--- src/rtl/core/bta_ram.sv ---
// Single-write, single-read memory with registered read data.
// No dependencies.
`default_nettype none
module bta_ram #(
  parameter int DEPTH = 16,
  parameter int WIDTH = 8
) (
  input  wire logic                     clk,
  input  wire logic                     we,
  input  wire logic [$clog2(DEPTH)-1:0] waddr,
  input  wire logic [WIDTH-1:0]         wdata,
  input  wire logic [$clog2(DEPTH)-1:0] raddr,
  output logic      [WIDTH-1:0]         rdata
);
  logic [WIDTH-1:0] mem [DEPTH];

  always_ff @(posedge clk) begin
    if (we) begin
      mem[waddr] <= wdata;
    end
    rdata <= mem[raddr];
  end
endmodule
`default_nettype wire

--- config.mk ---
export PLATFORM = sky130hd
export DESIGN_NAME = bta_ram
export DESIGN_NICKNAME = d
export VERILOG_FILES = /design/src/rtl/core/bta_ram.sv
export SDC_FILE = /design/constraint.sdc
export NUM_CORES = 1
export LEC_CHECK = 0
export CAP_MARGIN = 20
export CORE_MARGIN = 2
export CORE_UTILIZATION = 50
export CTS_CLUSTER_DIAMETER = 60
export DETAILED_ROUTE_END_ITERATION = 8
export DONT_BUFFER_PORTS = 1
export GPL_TIMING_DRIVEN = 0
export PLACE_DENSITY = 0.66
export SETUP_SLACK_MARGIN = 0.15
export SKIP_LAST_GASP = 1
export SLEW_MARGIN = 20
export SYNTH_ARGS = -nofsm -noshare
export SYNTH_HDL_FRONTEND = slang
export SYNTH_SLANG_ARGS = --single-unit
--- constraint.sdc ---
create_clock -name clk -period 2.05 [get_ports clk]
set_clock_uncertainty 0.15 [all_clocks]
set_input_delay 0.41 -clock clk [delete_from_list [all_inputs] [get_ports clk]]
set_output_delay 0.41 -clock clk [all_outputs]
set_load 0.005 [all_outputs]
==> results.py <==
metrics = {
    "floorplan": {
        "rows": 37,
        "die_area_mm2": 0.01112,
        "pin_count": 26,
        "start_util_pct": 50.77,
        "die_h_um": 105.5,
        "die_w_um": 105.5,
        "coreArea_mm2": 0.01014,
    },
    "routing": {
        "drt_iter0_drc": 200,
        "wirelength_um": 9569,
        "via_per_inst": 5.737,
        "drc_errors": 0,
        "wire_per_inst_um": 23.51,
        "dr.pass1.iters": 4,
        "vias": 2335,
        "postRouteAntennaNets": 0,
    },
    "synthesis": {
        "synth.distinct_cells": 19,
        "synth_top_family_by_area": "multiplexers",
        "synth-simple-area-share_pct": 3.184,
        "synth_nets": 247,
        "ys_warn_count": 0,
        "synth_seq_cells": 136,
        "synth_area_leaders": "edfxtp_1, mux4_2, mux4_1",
        "synth_fa_ha_area_share_pct": 0,
        "synth_area_leader_cell": "edfxtp_1",
        "synth-compound-area-share_pct": 2.333,
        "syn_inst": 229,
        "synthMuxAreaShare_pct": 15.02,
        "synth-seq-area-share_pct": 77.78,
        "synth_area_mm2": 0.005147,
        "synth_xor_area_share_pct": 0,
        "synth_top_area_share_pct": 74.67,
        "syn_area_per_cell_um2": 22.48,
    },
    "clock_network": {
        "cts.sinks": 136,
        "path_clk_slew_ns": 0.06,
        "clockRootBuffer": "clkbuf_8",
        "numCtsBuffers": 17,
        "htree_num_levels": 4,
        "clk_latency_ns": 0.52,
        "cts_tree": "built",
        "cts.path.max_buffers": 2,
        "cts_resized": 0,
    },
    "placement": {
        "port_buffers": 0,
        "gp_congestion": 0.7445,
        "post-dp-hpwl_um": 5943,
        "place_ws_ns": -0.1235,
    },
    "min_path": {
        "hold_path_end": "mem[12][2]$_DFFE_PP_",
        "hold_path.class": "in -> reg",
        "min_from": "waddr[0]",
        "min_path_cells": 1,
    },
    "finish": {
        "final_layout_size_suffix_gt1_share_pct": 20.66,
        "fin_nets": 276,
        "areaGrowthSynthToFinish_pct": 16.24,
        "diodes": 0,
    },
    "timing": {
        "slew-limit-headroom_pct": 45.05,
        "final_hold_viol_count": 0,
        "fmax_mhz": 610.7,
        "finalMaxSlewViolations": 0,
        "fin_ws_ns": 0.4124,
        "setup_viol": 0,
        "rsz0062_at_grt": "false",
        "worst_slew_pin_slew_ns": 0.8213,
        "layout_min_cycle_time_ns": 1.638,
        "period_share_pct": 79.88,
    },
    "critical_path": {
        "required_ns": 2.04,
        "cp_slowest_stage_delay_ns": 0.61,
        "crit_buf_inv": 1,
        "r2r_start": "mem[4][7]$_DFFE_PP_",
        "critPathMaxFanout": 8,
        "start_kind": "primary input",
        "critPathCaptureType": "register",
        "crit_family": "buffers and inverters",
        "cp.arrival_ns": 1.63,
        "critPathSlowestCell": "dlygate4sd3_1",
        "worstPathCellList": "dlygate4sd3_1 > nor3_2",
        "critPathKind": "in -> reg",
        "reg2reg_to": "rdata[7]$_DFF_P_",
        "r2r_cells": 3,
        "r2r_slack_ns": 0.49,
        "path_depth": 2,
    },
    "global_route": {
        "antenna_found_initial": 0,
        "gr-usage-all-layers_pct": 19.12,
        "grt_pass1_vias": 2338,
        "gr-total-overflow": 0,
        "grt_start_max_net_pins": 17,
        "grt_pass1_wl_um": 14410,
    },
    "power_and_ir_drop": {
        "ir_drop_mv": 0.4334,
        "leakagePower_nw": 1.954,
        "powerDensity_mw_per_mm2": 1034,
        "p_total_mw": 6.189,
    },
    "status": {
        "status": "finished clean",
    },
    "run": {
        "cap_violations": 0,
    },
}
-- what timing repair did --
action                    CTS  global route
hold endpoints to repair  138             0
hold buffers               10             0
buffers inserted            0             0
-- per-stage QoR --
stage / setup TNS (ns) / area (µm²) / std cells / utilization [%] / hold WS, ns
floorplan: 0 / 5152 / 229 / - / 0.3589
global placement: -4.176 / 5323 / 365 / 52.50 / 0.3597
detailed placement: -2.602 / 5338 / 365 / 52.65 / 0.3597
CTS: 0 / 5983 / 407 / 59.02 / 0.003940
global route: 0 / 5983 / 407 / 59.02 / 0.01166
finish: 0 / 5983 / 407 / 59.02 / 0.01668
-- cell type report --
class / count / area (µm²)
Fill cell: 723 / 4155
Sequential cell: 136 / 4004
Multi-Input combinational cell: 83 / 1077
Clock buffer: 27 / 471.7
Tap cell: 136 / 170.2
Timing Repair Buffer: 10 / 100.1
Buffer: 10 / 86.33
Clock inverter: 5 / 73.82
-- cells in the mapped netlist --
| master | n |
|---|---|
| mux4_2 | 18 |
| buf_2 | 3 |
| nand2b_1 | 2 |
| or3b_2 | 1 |
| clkdlybuf4s25_2 | 3 |
| edfxtp_1 | 128 |
| nand2_1 | 9 |
| nor2b_1 | 1 |
| and2b_1 | 1 |
| nand3_1 | 1 |
| nand3b_1 | 2 |
| nor2_1 | 13 |
| dfxtp_1 | 8 |
| buf_6 | 3 |
| and2_1 | 1 |
| buf_4 | 1 |
| a22oi_1 | 16 |
| mux4_1 | 14 |
| nor3_1 | 4 |
-- report_power, final --
| part | leakage, nW | switching [mW] | internal, mW |
|---|---|---|---|
| registers | 1.22 | 0.0191 | 3.11 |
| logic | 0.465 | 0.151 | 0.114 |
| clock network | 0.266 | 1.01 | 1.79 |
-- how the worst max path moves through the flow --
stage | from | endpoint | slack, ns
6_report | waddr[1] | mem[4][3]$_DFFE_PP_ | 0.41
5_1_grt | waddr[1] | mem[8][5]$_DFFE_PP_ | 0.34
4_1_cts | waddr[1] | mem[8][5]$_DFFE_PP_ | 0.41
3_5_place_dp | waddr[2] | mem[2][1]$_DFFE_PP_ | -0.12
3_3_place_gp | waddr[2] | mem[8][2]$_DFFE_PP_ | -0.16
2_1_floorplan | waddr[2] | mem[3][0]$_DFFE_PP_ | 0.22
-- cell families (layout without fill, tap and decap cells) --
kind of cell | after synthesis | after routing
flops | 136 | 136
simple gates | 35 | 35
mux | 32 | 32
compound gates | 16 | 16
buf+inv | 10 | 52
-- layout by cell type (no fill, tap or decap) --
cell             netlist  layout
clkinv_2               0       2
dfxtp_1                8       8
clkinv_1               0       1
clkbuf_1               0       8
clkbuf_8               0       3
nor2_1                13      13
and2b_1                1       1
clkdlybuf4s25_2        3       3
a22oi_1               16      16
nand3b_1               2       2
clkbuf_16              0      16
nand2b_1               2       2
buf_4                  1       1
nor3_2                 0       4
bufinv_16              0       2
buf_6                  3       3
nand3_1                1       1
or3b_2                 1       1
buf_2                  3       3
nand2_1                9       9
and2_1                 1       1
nor2b_1                1       1
mux4_2                18      18
edfxtp_1             128     128
dlygate4sd3_1          0      10
mux4_1                14      14
-- sequential cells by signal, summed over array words and instances, names as in the netlist --
signal,cells
mem,128
rdata,8
-- per-layer routing --
metal  track usage [%]  share of wire, %  vias to the layer above
met5                 0                 0                        -
met4             8.000               1.7                        0
met3             5.257               5.4                       16
met2             27.88                48                       65
met1             27.50                45                     1227
li1                  -                 -                     1027
Note: power is estimated with default switching activity, not from simulation.
